<file path="src/rtl/fcpd_pkg.sv">
// Package for the FM cell-pair decoder: payload types, cell and alignment codes, constants.
`default_nettype none

package fcpd_pkg;

  // Error counter width and saturation limit
  localparam int unsigned ERR_BITS = 24;
  localparam logic [ERR_BITS-1:0] ERR_MAX = {ERR_BITS{1'b1}};

  // Output field width of the error counts
  localparam int unsigned ERR_OUT_BITS = 24;

  // Cells per raw word and width of a per-word error tally
  localparam int unsigned CELLS = 8;
  localparam int unsigned TALLY_BITS = $clog2(CELLS + 1);

  // Queue between front and back
  localparam int unsigned QUEUE_DEPTH = 2;
  localparam int unsigned QUEUE_PTR_BITS = (QUEUE_DEPTH > 1) ? $clog2(QUEUE_DEPTH) : 1;
  localparam int unsigned QUEUE_CNT_BITS = $clog2(QUEUE_DEPTH + 1);

  // Raw 2-bit cell patterns
  typedef enum logic [1:0] {
    CELL_ZERO   = 2'b00,
    CELL_CLK_HI = 2'b01,
    CELL_CLK_LO = 2'b10,
    CELL_ONE    = 2'b11
  } cell_e;

  // Cell alignment state
  typedef enum logic [1:0] {
    ALIGN_NONE = 2'd0,
    ALIGN_HI   = 2'd1,
    ALIGN_LO   = 2'd2
  } align_e;

  // Input beat
  typedef struct packed {
    logic [15:0] raw_word;
    logic        first_word;
  } fcpd_in_t;

  // Output beat
  typedef struct packed {
    logic [7:0]              decoded_byte;
    logic [ERR_OUT_BITS-1:0] zero_errors;
    logic [ERR_OUT_BITS-1:0] one_errors;
  } fcpd_out_t;

  // Classified word handed from front to back
  typedef struct packed {
    cell_e [CELLS-1:0] kind;
    logic  [7:0]       data;
    logic              first_word;
  } fcpd_word_t;

  // Fit an error count onto the output field width
  function automatic logic [ERR_OUT_BITS-1:0] err_out(input logic [ERR_BITS-1:0] cnt);
    logic [ERR_BITS+ERR_OUT_BITS-1:0] wide;
    wide = {{ERR_OUT_BITS{1'b0}}, cnt};
    return wide[ERR_OUT_BITS-1:0];
  endfunction

  // Saturating add of a per-word tally
  function automatic logic [ERR_BITS-1:0] sat_add(input logic [ERR_BITS-1:0]   cnt,
                                                  input logic [TALLY_BITS-1:0] inc);
    logic [ERR_BITS:0] sum;
    sum = {1'b0, cnt} + {{(ERR_BITS+1-TALLY_BITS){1'b0}}, inc};
    if (sum > {1'b0, ERR_MAX}) begin
      return ERR_MAX;
    end
    return sum[ERR_BITS-1:0];
  endfunction

endpackage

`default_nettype wire

</file>
<file path="src/rtl/fcpd_front.sv">
// Front stage: accept raw words, split them into cells and decode the data bits.
`default_nettype none

module fcpd_front import fcpd_pkg::*; (
  input  wire logic       clk_i,
  input  wire logic       rst_ni,
  input  wire logic       in_valid_i,
  output logic            in_ready_o,
  input  wire fcpd_in_t   in_data_i,
  output logic            push_valid_o,
  input  wire logic       push_ready_i,
  output fcpd_word_t      push_data_o
);

  logic       valid_q, valid_d;
  fcpd_word_t word_q, word_d;
  logic       take;

  // Take a new beat whenever the stage is empty or its word moves on
  assign in_ready_o = !valid_q || push_ready_i;
  assign take = in_valid_i && in_ready_o;

  // Classify each cell, least significant cell first
  always_comb begin
    word_d.first_word = in_data_i.first_word;
    for (int i = 0; i < CELLS; i++) begin
      word_d.kind[i] = cell_e'(in_data_i.raw_word[2*i +: 2]);
      word_d.data[i] = &in_data_i.raw_word[2*i +: 2];
    end
  end

  always_comb begin
    valid_d = valid_q;
    if (take) begin
      valid_d = 1'b1;
    end else if (push_ready_i) begin
      valid_d = 1'b0;
    end
  end

  always_ff @(posedge clk_i or negedge rst_ni) begin
    if (!rst_ni) begin
      valid_q <= 1'b0;
    end else begin
      valid_q <= valid_d;
    end
  end

  // Hold the payload until it moves on
  always_ff @(posedge clk_i) begin
    if (take) begin
      word_q <= word_d;
    end
  end

  assign push_valid_o = valid_q;
  assign push_data_o  = word_q;

endmodule

`default_nettype wire

</file>
<file path="src/rtl/fcpd_queue.sv">
// Short queue of classified words between the front and back stages.
`default_nettype none

module fcpd_queue import fcpd_pkg::*; (
  input  wire logic       clk_i,
  input  wire logic       rst_ni,
  input  wire logic       wr_valid_i,
  output logic            wr_ready_o,
  input  wire fcpd_word_t wr_data_i,
  output logic            rd_valid_o,
  input  wire logic       rd_ready_i,
  output fcpd_word_t      rd_data_o
);

  fcpd_word_t                mem_q [QUEUE_DEPTH];
  logic [QUEUE_PTR_BITS-1:0] wr_ptr_q, wr_ptr_d;
  logic [QUEUE_PTR_BITS-1:0] rd_ptr_q, rd_ptr_d;
  logic [QUEUE_CNT_BITS-1:0] cnt_q, cnt_d;
  logic                      push, pop;

  localparam logic [QUEUE_PTR_BITS-1:0] PtrLast = QUEUE_PTR_BITS'(QUEUE_DEPTH - 1);
  localparam logic [QUEUE_CNT_BITS-1:0] CntFull = QUEUE_CNT_BITS'(QUEUE_DEPTH);

  assign wr_ready_o = (cnt_q != CntFull);
  assign rd_valid_o = (cnt_q != '0);
  assign push = wr_valid_i && wr_ready_o;
  assign pop  = rd_valid_o && rd_ready_i;
  assign rd_data_o = mem_q[rd_ptr_q];

  // Advance pointers with wrap and track the fill level
  always_comb begin
    wr_ptr_d = wr_ptr_q;
    rd_ptr_d = rd_ptr_q;
    cnt_d    = cnt_q;
    if (push) begin
      wr_ptr_d = (wr_ptr_q == PtrLast) ? '0 : wr_ptr_q + 1'b1;
    end
    if (pop) begin
      rd_ptr_d = (rd_ptr_q == PtrLast) ? '0 : rd_ptr_q + 1'b1;
    end
    if (push && !pop) begin
      cnt_d = cnt_q + 1'b1;
    end else if (pop && !push) begin
      cnt_d = cnt_q - 1'b1;
    end
  end

  always_ff @(posedge clk_i or negedge rst_ni) begin
    if (!rst_ni) begin
      wr_ptr_q <= '0;
      rd_ptr_q <= '0;
      cnt_q    <= '0;
    end else begin
      wr_ptr_q <= wr_ptr_d;
      rd_ptr_q <= rd_ptr_d;
      cnt_q    <= cnt_d;
    end
  end

  // Store the incoming word
  always_ff @(posedge clk_i) begin
    if (push) begin
      mem_q[wr_ptr_q] <= wr_data_i;
    end
  end

endmodule

`default_nettype wire

</file>
<file path="src/rtl/fcpd_back.sv">
// Back stage: run the alignment tracker over the cells, update error counts, register results.
`default_nettype none

module fcpd_back import fcpd_pkg::*; (
  input  wire logic       clk_i,
  input  wire logic       rst_ni,
  input  wire logic       pop_valid_i,
  output logic            pop_ready_o,
  input  wire fcpd_word_t pop_data_i,
  output logic            out_valid_o,
  input  wire logic       out_ready_i,
  output fcpd_out_t       out_data_o
);

  align_e              align_q, align_d;
  logic                prev_q, prev_d;
  logic [ERR_BITS-1:0] zcnt_q, zcnt_d;
  logic [ERR_BITS-1:0] ocnt_q, ocnt_d;
  logic                out_valid_q, out_valid_d;
  fcpd_out_t           out_q, out_d;
  logic                take;

  align_e              align;
  logic                prev;
  logic [ERR_BITS-1:0] zbase, obase;
  logic [TALLY_BITS-1:0] ztally, otally;

  // Take a word when the result register is empty or being drained
  assign pop_ready_o = !out_valid_q || out_ready_i;
  assign take = pop_valid_i && pop_ready_o;

  // Walk the eight cells, first cell first, tallying errors
  always_comb begin
    align  = pop_data_i.first_word ? ALIGN_NONE : align_q;
    prev   = pop_data_i.first_word ? 1'b1 : prev_q;
    zbase  = pop_data_i.first_word ? '0 : zcnt_q;
    obase  = pop_data_i.first_word ? '0 : ocnt_q;
    ztally = '0;
    otally = '0;
    for (int i = CELLS - 1; i >= 0; i--) begin
      case (pop_data_i.kind[i])
        CELL_ZERO: begin
          ztally = ztally + 1'b1;
          prev   = 1'b0;
        end
        CELL_CLK_HI: begin
          if (align == ALIGN_LO) begin
            if (!prev) begin
              ztally = ztally + 1'b1;
            end else begin
              otally = otally + 1'b1;
            end
          end
          align = ALIGN_HI;
          prev  = 1'b0;
        end
        CELL_CLK_LO: begin
          if (align == ALIGN_HI) begin
            otally = otally + 1'b1;
          end
          align = ALIGN_LO;
          prev  = 1'b0;
        end
        default: begin
          prev = 1'b1;
        end
      endcase
    end
  end

  // Next state and result
  always_comb begin
    align_d     = align_q;
    prev_d      = prev_q;
    zcnt_d      = zcnt_q;
    ocnt_d      = ocnt_q;
    out_valid_d = out_valid_q;
    out_d       = out_q;
    if (take) begin
      align_d     = align;
      prev_d      = prev;
      zcnt_d      = sat_add(zbase, ztally);
      ocnt_d      = sat_add(obase, otally);
      out_valid_d = 1'b1;
      out_d.decoded_byte = pop_data_i.data;
      out_d.zero_errors  = err_out(zcnt_d);
      out_d.one_errors   = err_out(ocnt_d);
    end else if (out_ready_i) begin
      out_valid_d = 1'b0;
    end
  end

  always_ff @(posedge clk_i or negedge rst_ni) begin
    if (!rst_ni) begin
      align_q     <= ALIGN_NONE;
      prev_q      <= 1'b1;
      zcnt_q      <= '0;
      ocnt_q      <= '0;
      out_valid_q <= 1'b0;
    end else begin
      align_q     <= align_d;
      prev_q      <= prev_d;
      zcnt_q      <= zcnt_d;
      ocnt_q      <= ocnt_d;
      out_valid_q <= out_valid_d;
    end
  end

  // Hold the result until it is taken
  always_ff @(posedge clk_i) begin
    out_q <= out_d;
  end

  assign out_valid_o = out_valid_q;
  assign out_data_o  = out_q;

endmodule

`default_nettype wire

</file>
<file path="src/rtl/fm_cell_pair_decoder.sv">
// Top level of the FM cell-pair decoder: front stage, queue and back stage.
//
// Usage:
//   Input channel (in_valid_i / in_ready_o / in_data_i) takes one 16-bit raw FM
//   word per beat, first raw byte in bits 15..8, plus a first_word flag that
//   restarts cell alignment, the last bit and both error counts for a new buffer.
//   Output channel (out_valid_o / out_ready_i / out_data_o) gives one beat per
//   input beat: the decoded byte (first cell in bit 7) and the running,
//   saturating counts of unexpected zeros and of unexpected ones or slips.
//   Path: an input beat passes through the front register, the queue and the
//   result register before it shows as output valid. Throughput: one word per
//   cycle while the receiver keeps out_ready_i high; the back stage resolves
//   all eight cells of a word at once against the stored alignment state.
//   Reset: all stages empty, alignment unaligned, last bit 1, counts zero.
//   Receiver stall: the result register holds; the queue and the front
//   register absorb up to three more words before in_ready_o drops.
`default_nettype none

module fm_cell_pair_decoder import fcpd_pkg::*; (
  input  wire logic      clk_i,
  input  wire logic      rst_ni,
  input  wire logic      in_valid_i,
  output logic           in_ready_o,
  input  wire fcpd_in_t  in_data_i,
  output logic           out_valid_o,
  input  wire logic      out_ready_i,
  output fcpd_out_t      out_data_o
);

  logic       push_valid, push_ready;
  fcpd_word_t push_data;
  logic       pop_valid, pop_ready;
  fcpd_word_t pop_data;

  fcpd_front u_front (
    .clk_i        (clk_i),
    .rst_ni       (rst_ni),
    .in_valid_i   (in_valid_i),
    .in_ready_o   (in_ready_o),
    .in_data_i    (in_data_i),
    .push_valid_o (push_valid),
    .push_ready_i (push_ready),
    .push_data_o  (push_data)
  );

  fcpd_queue u_queue (
    .clk_i      (clk_i),
    .rst_ni     (rst_ni),
    .wr_valid_i (push_valid),
    .wr_ready_o (push_ready),
    .wr_data_i  (push_data),
    .rd_valid_o (pop_valid),
    .rd_ready_i (pop_ready),
    .rd_data_o  (pop_data)
  );

  fcpd_back u_back (
    .clk_i       (clk_i),
    .rst_ni      (rst_ni),
    .pop_valid_i (pop_valid),
    .pop_ready_o (pop_ready),
    .pop_data_i  (pop_data),
    .out_valid_o (out_valid_o),
    .out_ready_i (out_ready_i),
    .out_data_o  (out_data_o)
  );

endmodule

`default_nettype wire

</file>
<file path="config.mk">
export PLATFORM = sky130hd
export DESIGN_NAME = fm_cell_pair_decoder
export DESIGN_NICKNAME = d
export VERILOG_FILES = /design/src/rtl/fcpd_pkg.sv /design/src/rtl/fcpd_front.sv /design/src/rtl/fcpd_queue.sv /design/src/rtl/fcpd_back.sv /design/src/rtl/fm_cell_pair_decoder.sv
export SDC_FILE = /design/constraint.sdc
export NUM_CORES = 1
export LEC_CHECK = 0
export BUFFER_PORTS_ARGS = -buffer_cell sky130_fd_sc_hd__buf_2
export CORE_ASPECT_RATIO = 0.6
export CORE_MARGIN = 8
export CORE_UTILIZATION = 30
export DETAILED_ROUTE_END_ITERATION = 8
export GPL_ROUTABILITY_DRIVEN = 0
export GPL_TIMING_DRIVEN = 0
export PLACE_DENSITY = 0.5
export SYNTH_ARGS = -nofsm -noshare
export SYNTH_HDL_FRONTEND = slang
export SYNTH_SLANG_ARGS = --single-unit
export TNS_END_PERCENT = 50
</file>
<file path="constraint.sdc">
create_clock -name clk_i -period 12.4 [get_ports clk_i]
set_input_delay 1.86 -clock clk_i [delete_from_list [all_inputs] [get_ports clk_i]]
set_output_delay 1.86 -clock clk_i [all_outputs]
set_load 0.005 [all_outputs]
</file>
==> results_dict.tcl, run 1 <==
set metrics [dict create \
    cts-htree-levels 4 \
    cp.arrival_ns 11.73 \
    startpoint "u_queue.rd_ptr_q" \
    wire_per_inst_um 17.3 \
    grt_pass1_wl_um 42900 \
    clk_latency_ns 0.44 \
    routed_via_density 4.99 \
    wl_met2_um 10600 \
    leakage_uw 0.00502 \
    wl_met1_um 15100 \
    cts_buffer_depth 2 \
    core-area_um2 34900 \
    post_cts_buffers 0 \
    die_y_um 162 \
    period_share_pct 92.3 \
    vias 7765 \
    ctsHoldBuffers 0 \
    hold_violations 0 \
    min_period_ns 11.44 \
    crit_slowest_cell "nor4_1" \
    combPwrFrac_pct 53.1 \
    clock-sinks 188 \
    routed_wl_um 26900 \
    synth_area_per_cell_um2 10.9 \
    grt_max_degree 58 \
    async_flop_share_pct 30.3 \
    finalMaxSlewViolations 0 \
    ys.flop_type "edfxtp_1" \
    tns_ns 0 \
    initial_utilization_pct 30.4 \
    hold_ws_ns 0.452 \
    peakVddDrop_mv 0.0979 \
    clock_power_share_pct 17.0 \
    final-seq-area_um2 5360 \
    path_clk_slew_ns 0.09 \
    seq_power_share_pct 29.9 \
    slew_headroom_pct 14.0 \
    finalSetupViolCount 0 \
    topRoutingLayerUsed "met4" \
    overflow 0 \
    synth.area.top_cells "edfxtp_1 (37%), dfrtp_1 (13%), ha_1 (6.4%)" \
    yosys_warnings 0 \
    met3_length_um 1080 \
    area_growth_pct 16.0 \
    powerDensity_nw_per_um2 292 \
    root_buffer "clkbuf_16" \
    switching_share_pct 45.6 \
    cp.required_ns 12.69 \
    rsz0062_at_grt "false" \
    end_kind "flip-flop" \
    synth-edff-count 131 \
    cts_made_buffers 17 \
    yosysMostFrequentCell "edfxtp_1" \
    drt_iter0_markers 620 \
    critPathBufInv 9 \
    io_pins 79 \
    ys_seq_area_share_pct 50.5 \
    slowest_delay_ns 0.67 \
    antenna_found_initial 2 \
    rows 53 \
    cts_tree "yes" \
    max_freq_mhz 87.4 \
    yosysUniqueCellTypes 93 \
    cap_violations 0 \
    cp_top_family "simple AND/OR/NAND/NOR gates" \
    criticalPathCategory "flip-flop to flip-flop" \
    total_power_uw 3590 \
    syn_nets 1054 \
    p_int_uw 1960 \
    track_usage_pct 12.9 \
    synth_common_cells "edfxtp_1 (131), nor2_1 (94), nand2_1 (86), dfrtp_1 (56), ha_1 (54)" \
    path_common_cell "ha_1" \
    hold_path.class "flip-flop to flip-flop" \
    rr_startpoint "u_queue.rd_ptr_q" \
    crit_path_start_kind "flip-flop" \
    cts.repair.resized 0 \
    nNetsFinal 1153 \
    n_antenna_cell 0 \
    syn-instance-count 977 \
    switchingPower_uw 1640 \
    postLayoutCoreUtil_pct 35.2 \
    drive_gt1_share_pct 16.3 \
    synth_area_leader_cell "edfxtp_1" \
    design_area_um2 12300 \
    yosys_register_bits 188 \
    status "finished, final reports clean" \
    syn_area_um2 10600 \
    drcViolationCount 0 \
    min-delay-start "u_front.push_data_o[22]" \
    die-area_um2 41900 \
    ant_nets 0 \
    synth_top_area_share_pct 37.1 \
    firstDrtPassIters 5 \
    hpwl_um 20000 \
    place_area_um2 11600 \
    cp_max_fo 10 \
    worst_slew_pin_slew_ns 1.29 \
    nFillCells 3478 \
    port_buffers 78 \
    grt_pass1_vias 7366 \
    clock_skew_ns 0.0163 \
    multi_input_area_um2 4930 \
    die_w_um 259 \
]
## per-stage QoR
| stage | setup slack [ns] | std cells |
|---|---|---|
| 6_report | 0.960 | 1556 |
| 5_1_grt | 0.0772 | 1556 |
| 4_1_cts | 0.700 | 1556 |
| 3_5_place_dp | 0.771 | 1524 |
| 3_3_place_gp | 0.830 | 1522 |
| 2_1_floorplan | 2.88 | 977 |
## final cells by class
class	instances	share of cell area [%]
Sequential cell	188	43.5
Multi-Input combinational cell	707	40.1
Tap cell	467	4.75
Timing Repair Buffer	80	3.54
Clock buffer	17	3.46
Clock inverter	15	1.98
Inverter	48	1.46
Buffer	34	1.21
## layout by cell type (no fill, tap or decap), types with 4 or more instances in the layout
cell type,n
mux2_2,32
nand4_1,14
and2_1,25
inv_1,48
a32oi_1,6
mux2i_1,23
and3_1,13
xor2_1,28
nor2b_1,7
clkbuf_16,17
a211oi_1,4
nand2b_1,12
nand2_1,86
dfrtp_1,56
inv_12,5
a21o_1,9
o21ai_1,8
a31oi_1,25
o211ai_1,5
or3b_1,7
edfxtp_1,131
a22o_1,4
nor2_1,93
o21ai_0,46
nand3b_1,7
nand3_1,30
o22ai_1,4
nor4_1,6
o21a_1,5
nor3_1,19
ha_1,54
buf_2,81
a21oi_1,30
clkbuf_1,24
xnor2_1,17
inv_16,4
## sequential cells by signal, summed over array words and instances (netlist names)
signal                flops
u_front.push_valid_o      1
u_front.push_data_o      25
u_back.prev_q             1
u_back.zcnt_q            24
u_back.out_data_o        56
u_back.align_q            2
u_back.out_valid_o        1
u_queue.mem_q            50
u_queue.rd_ptr_q          1
u_back.ocnt_q            24
u_queue.cnt_q             2
u_queue.wr_ptr_q          1
## worst paths after layout
path	slack, ns	cells after the start	end
worst max register to register	0.96	41	u_back.out_data_o[28]
worst min-delay path	0.45	0	u_queue.mem_q[1][22]
worst max-delay path	0.96	41	u_back.out_data_o[28]
min in group asynchronous	1.49	1	u_back.ocnt_q[15]
max in group asynchronous	10.37	1	u_back.zcnt_q[16]
worst min register to register	0.45	0	u_queue.mem_q[1][22]
## power groups by stage
stage                     combinational (uW)  clock, uW  sequential, uW
final                                   1910        610            1080
after floorplan                         1340          0            1070
after detailed placement                1900          0            1090
after global routing                    2140        647            1110
after global placement                  1860          0            1100
after CTS                               1910        625            1080
## worst reg2reg max path: cells and delay by family, from the launching register on
kind	cells	cell delay [ns]
flops	1	0.42
simple gates	13	3.56
buf+inv	9	2.32
fa+ha+maj	7	2.06
compound gates	11	2.62
mux	1	0.35
## cells by family (layout without fill, tap and decap cells)
| kind of cell | after synthesis | count (layout) | synth area share (%) |
|---|---|---|---|
| compound gates | 201 | 201 | 13.4 |
| xor+xnor | 45 | 45 | 3.71 |
| fa+ha+maj | 56 | 56 | 6.74 |
| buf+inv | 82 | 194 | 3.05 |
| flops | 188 | 188 | 50.5 |
| mux | 61 | 61 | 6.34 |
| simple gates | 344 | 344 | 16.2 |
## metal layers
layer | global-route usage [%] | vias up
met2 | 17.6 | 150
met3 | 2.12 | 12
met5 | 0 | -
met4 | 2.29 | 0
li1 | - | 3792
met1 | 20.8 | 3811
Power figures use the tool's default switching activity.
==> run 2: changes to the inputs <==
--- a/config.mk
+++ b/config.mk
@@ -12,7 +12,7 @@
 export DETAILED_ROUTE_END_ITERATION = 8
 export GPL_ROUTABILITY_DRIVEN = 0
 export GPL_TIMING_DRIVEN = 0
-export PLACE_DENSITY = 0.5
+export PLACE_DENSITY = 0.44
 export SYNTH_ARGS = -nofsm -noshare
 export SYNTH_HDL_FRONTEND = slang
 export SYNTH_SLANG_ARGS = --single-unit
==> run 2 against run 1 <==
Net effect: routed wire length rose by 2.7%; worst setup slack improved by 0.24 ns; non-clock buffer count did not move; die area did not move; final cell count stayed put; total power about the same; count of clock-buffer cells in the layout unchanged; global-route usage is 0.51 points higher; largest cell class unchanged.
==> results_dict.tcl, run 2 (same netlist as run 1, synthesis figures left out) <==
set metrics [dict create \
    io_pins 79 \
    critPathBufInv 8 \
    cp_max_fo 10 \
    hold_depth 0 \
    initial_utilization_pct 30.4 \
    max_freq_mhz 89.3 \
    switchingPower_uw 1620 \
    grt_pass1_vias 7445 \
    powerDensity_nw_per_um2 292 \
    slew_headroom_pct 13.6 \
    dp_cells 1524 \
    switching_share_pct 45.2 \
    firstDrtPassIters 5 \
    cp.required_ns 12.56 \
    place_area_um2 11600 \
    drcViolationCount 0 \
    area_growth_pct 15.9 \
    antenna_found_initial 1 \
    n_antenna_cell 0 \
    rr_worst_depth 41 \
    cts_buffer_depth 2 \
    hold_violations 0 \
    clock_power_share_pct 16.5 \
    seq_power_share_pct 29.9 \
    layout_commonest_cell "edfxtp_1" \
    root_buffer "clkbuf_16" \
    cp_top_family "compound AO/OA/AOI/OAI gates" \
    worst_slew_pin_slew_ns 1.30 \
    largest_reg_flops 56 \
    routed_wl_um 27700 \
    cap_violations 0 \
    ant_nets 0 \
    rr_startpoint "u_queue.rd_ptr_q" \
    track_usage_pct 13.4 \
    end_kind "flip-flop" \
    rows 53 \
    hold_path.class "flip-flop to flip-flop" \
    nNetsFinal 1153 \
    post_cts_buffers 0 \
    tns_ns 0 \
    nFillCells 3471 \
    design_area_um2 12300 \
    core-area_um2 34900 \
    finalMaxSlewViolations 0 \
    finalSetupViolCount 0 \
    final-seq-area_um2 5360 \
    slowest_delay_ns 0.47 \
    overflow 0 \
    peakVddDrop_mv 0.108 \
    postLayoutCoreUtil_pct 35.2 \
    grt_max_degree 58 \
    clock-sinks 188 \
    startpoint "u_queue.rd_ptr_q" \
    port_buffers 78 \
    cts-htree-levels 4 \
    cts_tree "yes" \
    combPwrFrac_pct 53.6 \
    min-delay-start "u_front.push_data_o[9]" \
    status "finished, final reports clean" \
    cp.arrival_ns 11.36 \
    crit_path_start_kind "flip-flop" \
    wire_per_inst_um 17.8 \
    period_share_pct 90.4 \
    critical_path_depth 41 \
    grt_pass1_wl_um 43900 \
    die_y_um 162 \
    crit_slowest_cell "fa_1" \
    cts_made_buffers 17 \
    stdcell_count 1556 \
    hpwl_um 20800 \
    leakage_uw 0.00501 \
    path_clk_slew_ns 0.07 \
    drive_gt1_share_pct 16.4 \
    multi_input_area_um2 4930 \
    p_int_uw 1970 \
    criticalPathCategory "flip-flop to flip-flop" \
    drt_iter0_markers 499 \
    mostFrequentLayoutCells "edfxtp_1 (131), nor2_1 (93), nand2_1 (86)" \
    routed_via_density 4.98 \
    rsz0062_at_grt "false" \
    path_common_cell "ha_1" \
    die-area_um2 41900 \
    die_w_um 259 \
    clk_latency_ns 0.45 \
    vias 7748 \
    clock_skew_ns 0.0190 \
    min_period_ns 11.20 \
]
-- run 2: changes by cell type in the layout (fill, tap and decap cells not counted), sizes merged --
| cell | delta |
|---|---|
| bufinv | +1 |
| clkinv | +5 |
| inv | -6 |
-- run 2: cell type report --
cell class	instances	share of cell area (%)
clock inverters	15	1.89
repair buffers	80	3.58
multi-input cells	707	40.1
flip-flops and latches	188	43.6
well taps	467	4.75
plain buffers	34	1.22
inverters	48	1.46
clock buffers	17	3.46
-- run 2: repair_timing --
item,in CTS,in global routing
gates resized for setup,0,5
endpoints found under the hold margin,0,0
setup endpoints to repair,0,37
hold buffers,0,0
-- run 2: stage by stage --
| stage | setup slack [ns] | hold WS, ns | power (uW) |
|---|---|---|---|
| after floorplan | 2.88 | 0.421 | 2410 |
| after global placement | 0.617 | 0.426 | 2990 |
| after detailed placement | 0.648 | 0.431 | 3000 |
| after CTS | 0.591 | 0.448 | 3620 |
| after global routing | 0.182 | 0.458 | 3900 |
| final | 1.20 | 0.447 | 3590 |
-- run 2: path summary, 6_finish.rpt --
kind / end / slack [ns]
setup / recovery: u_back.out_data_o[27] / 1.20
hold / removal: u_queue.mem_q[0][9] / 0.45
min in group asynchronous: u_back.ocnt_q[15] / 1.50
max in group asynchronous: u_back.zcnt_q[18] / 10.33
hold reg to reg: u_queue.mem_q[0][9] / 0.45
setup reg to reg: u_back.out_data_o[27] / 1.20
-- run 2: metal layers --
layer	track usage [%]	share of wire, %	up-vias
li1	-	-	3792
met1	21.9	57	3782
met2	17.3	38	154
met3	2.54	4.0	20
met4	2.93	0.84	0
met5	0	0	-
-- run 2: power by group through the flow --
| stage | clock network (uW) | registers [uW] | logic, uW |
|---|---|---|---|
| 3_5_place_dp | 0 | 1090 | 1920 |
| 5_1_grt | 635 | 1100 | 2160 |
| 2_1_floorplan | 0 | 1070 | 1340 |
| 4_1_cts | 611 | 1080 | 1930 |
| 3_3_place_gp | 0 | 1090 | 1890 |
| 6_report | 594 | 1070 | 1920 |
-- run 2: worst reg2reg max path, delay by kind of cell, from the launching register on --
family,cells,cell delay [ns]
AO/OA/AOI/OAI,10,2.81
adder cells (fa/ha/maj),8,2.66
AND/OR/NAND/NOR,14,2.40
buffers and inverters,8,2.23
flip-flops,1,0.43
multiplexers,1,0.39
==> run 3: changes to the inputs <==
--- a/config.mk
+++ b/config.mk
@@ -6,14 +6,17 @@
 export NUM_CORES = 1
 export LEC_CHECK = 0
 export BUFFER_PORTS_ARGS = -buffer_cell sky130_fd_sc_hd__buf_2
+export CELL_PAD_IN_SITES_DETAIL_PLACEMENT = 0
+export CELL_PAD_IN_SITES_GLOBAL_PLACEMENT = 1
 export CORE_ASPECT_RATIO = 0.6
 export CORE_MARGIN = 8
 export CORE_UTILIZATION = 30
 export DETAILED_ROUTE_END_ITERATION = 8
 export GPL_ROUTABILITY_DRIVEN = 0
 export GPL_TIMING_DRIVEN = 0
-export PLACE_DENSITY = 0.44
+export PLACE_DENSITY = 0.52
 export SYNTH_ARGS = -nofsm -noshare
 export SYNTH_HDL_FRONTEND = slang
+export SYNTH_HIERARCHICAL = 1
 export SYNTH_SLANG_ARGS = --single-unit
 export TNS_END_PERCENT = 50
==> run 3 against run 2 <==
Net effect: clock skew up 0.0017 ns; sequential share of layout area down 0.77 points; final cell count is 2.8% higher; total power increased by 2.5%; fmax up 1.8%; largest cell class unchanged; first-iteration DRC count grew 11%; largest power group unchanged.
==> results_dict.tcl, run 3 <==
set metrics [dict create \
    status "finished, final reports clean" \
    stdcell_count 1599 \
    wire_per_inst_um 17.2 \
    firstDrtPassIters 5 \
    cp_max_fo 10 \
    path_clk_slew_ns 0.09 \
    grt_pass1_wl_um 43500 \
    postLayoutCoreUtil_pct 34.8 \
    layout_commonest_cell "nand2_1" \
    cts_tree "yes" \
    slew_headroom_pct 14.0 \
    root_buffer "clkbuf_16" \
    cts.repair.resized 0 \
    drive_gt1_share_pct 17.2 \
    hold_violations 0 \
    track_usage_pct 13.1 \
    crit_path_start_kind "flip-flop" \
    initial_utilization_pct 30.1 \
    clock-sinks 188 \
    rr_startpoint "u_queue/rd_ptr_q" \
    drcViolationCount 0 \
    hold_ws_ns 0.450 \
    n_antenna_cell 0 \
    ctsHoldBuffers 0 \
    ant_nets 0 \
    critPathBufInv 7 \
    clk_latency_ns 0.45 \
    max_freq_mhz 90.8 \
    largest_reg_flops 56 \
    synth_common_cells "nand2_1 (162), edfxtp_1 (131), dfrtp_1 (56), nor2_1 (56), ha_1 (55)" \
    nNetsFinal 1188 \
    io_pins 79 \
    ys_seq_area_share_pct 49.4 \
    startpoint "u_queue/rd_ptr_q" \
    synth_area_per_cell_um2 10.7 \
    post_cts_buffers 0 \
    synth.area.top_cells "edfxtp_1 (36%), dfrtp_1 (13%), ha_1 (6.3%)" \
    async_flop_share_pct 30.3 \
    core-area_um2 36000 \
    rows 54 \
    hpwl_um 20500 \
    cp_top_family "compound AO/OA/AOI/OAI gates" \
    rr_endpoint "u_back/out_data_o[26]" \
    slowest_delay_ns 0.48 \
    routed_via_density 4.89 \
    rsz0062_at_grt "false" \
    tns_ns 0 \
    ys.flop_type "edfxtp_1" \
    drt_iter0_markers 555 \
    die-area_um2 42700 \
    routed_wl_um 27500 \
    cts-htree-levels 4 \
    synth_top_area_share_pct 36.3 \
    yosysMostFrequentCell "nand2_1" \
    cap_violations 0 \
    grt_pass1_vias 7391 \
    powerDensity_nw_per_um2 293 \
    peakVddDrop_mv 0.131 \
    end_kind "flip-flop" \
    min-delay-start "u_front/push_data_o[3]" \
    crit_slowest_cell "clkbuf_1" \
    finalMaxSlewViolations 0 \
    cts_made_buffers 17 \
    syn_area_um2 10900 \
    synth_area_leader_cell "edfxtp_1" \
    min_period_ns 11.01 \
    cts_buffer_depth 2 \
    antenna_found_initial 0 \
    yosysUniqueCellTypes 90 \
    area_growth_pct 15.5 \
    total_power_uw 3680 \
    clock_skew_ns 0.0207 \
    yosys_warnings 6 \
    rr_worst_depth 36 \
    worst_slew_pin_slew_ns 1.29 \
    syn-instance-count 1011 \
    die_w_um 262 \
    reg2reg_setup_slack_ns 1.39 \
    port_buffers 78 \
    cp.required_ns 12.57 \
    dp_cells 1567 \
    hold_depth 0 \
    period_share_pct 88.8 \
    syn_nets 1089 \
    overflow 0 \
    leakage_uw 0.00523 \
    die_y_um 163 \
    finalSetupViolCount 0 \
    yosys_register_bits 188 \
    grt_max_degree 58 \
    mostFrequentLayoutCells "nand2_1 (162), edfxtp_1 (131), buf_2 (79)" \
    cp.arrival_ns 11.18 \
    vias 7813 \
    synth-edff-count 131 \
    path_common_cell "ha_1" \
    criticalPathCategory "flip-flop to flip-flop" \
    hold_path.class "flip-flop to flip-flop" \
    hold_end "u_queue/mem_q[1][3]" \
]
run 3: changes by cell type after synthesis, moves of 5 or more:
cell / delta
mux2_4: +19
mux2_2: -11
nor2b_1: +29
nand2_1: +76
mux2i_1: -9
and2_1: -7
nand4_1: -7
xor2_1: -5
nor2_1: -38
o2111ai_1: +8
run 3: worst max-delay path by stage:
stage	end	slack, ns	cells after the start
after floorplan	u_back/out_data_o[26]	3.35	36
after global placement	u_back/out_data_o[26]	1.38	36
after detailed placement	u_back/out_data_o[26]	1.45	36
after CTS	u_back/out_data_o[26]	1.40	36
after global routing	u_back/out_data_o[26]	0.71	36
final	u_back/out_data_o[26]	1.39	36
run 3: kinds of logic after synthesis:
group	after synthesis	synth area share, %
and+or+nand+nor	390	17.7
muxes	58	6.79
adders and majority gates	57	6.71
DFF	188	49.4
AOI/OAI and AO/OA	199	12.9
xor gates and xnor gates	40	3.23
buffers and inverters	79	3.26
run 3: final cells by class:
cell class,count,area (um^2)
clock buffers,17,425
well taps,476,596
inverters,46,173
flip-flops and latches,188,5360
multi-input cells,744,5140
repair buffers,80,448
fillers,3657,23500
plain buffers,33,185
clock inverters,15,201
run 3: worst register-to-register path: cells and delay by family, from the launching register on:
family | cells | cell delay, ns
buf+inv | 7 | 1.58
compound gates | 12 | 3.55
flops | 1 | 0.38
fa+ha+maj | 8 | 2.67
simple gates | 6 | 1.72
mux | 3 | 0.85
run 3: per-layer routing:
metal | GRT usage [%] | up-vias | part of all wire (%)
met5 | 0 | - | 0
met1 | 22.0 | 3776 | 59
li1 | - | 3874 | -
met2 | 16.1 | 145 | 36
met4 | 3.14 | 0 | 0.84
met3 | 2.73 | 18 | 4.2
run 3: through the flow:
stage	area (um^2)	worst slack, ns
floorplan	10900	3.35
global placement	11800	1.38
detailed placement	11900	1.45
CTS	12500	1.40
global route	12500	0.706
finish	12500	1.39
run 3: power by group:
part	internal [uW]	switching, uW
Combinational	803	1300
Sequential	926	74.2
Clock	279	290
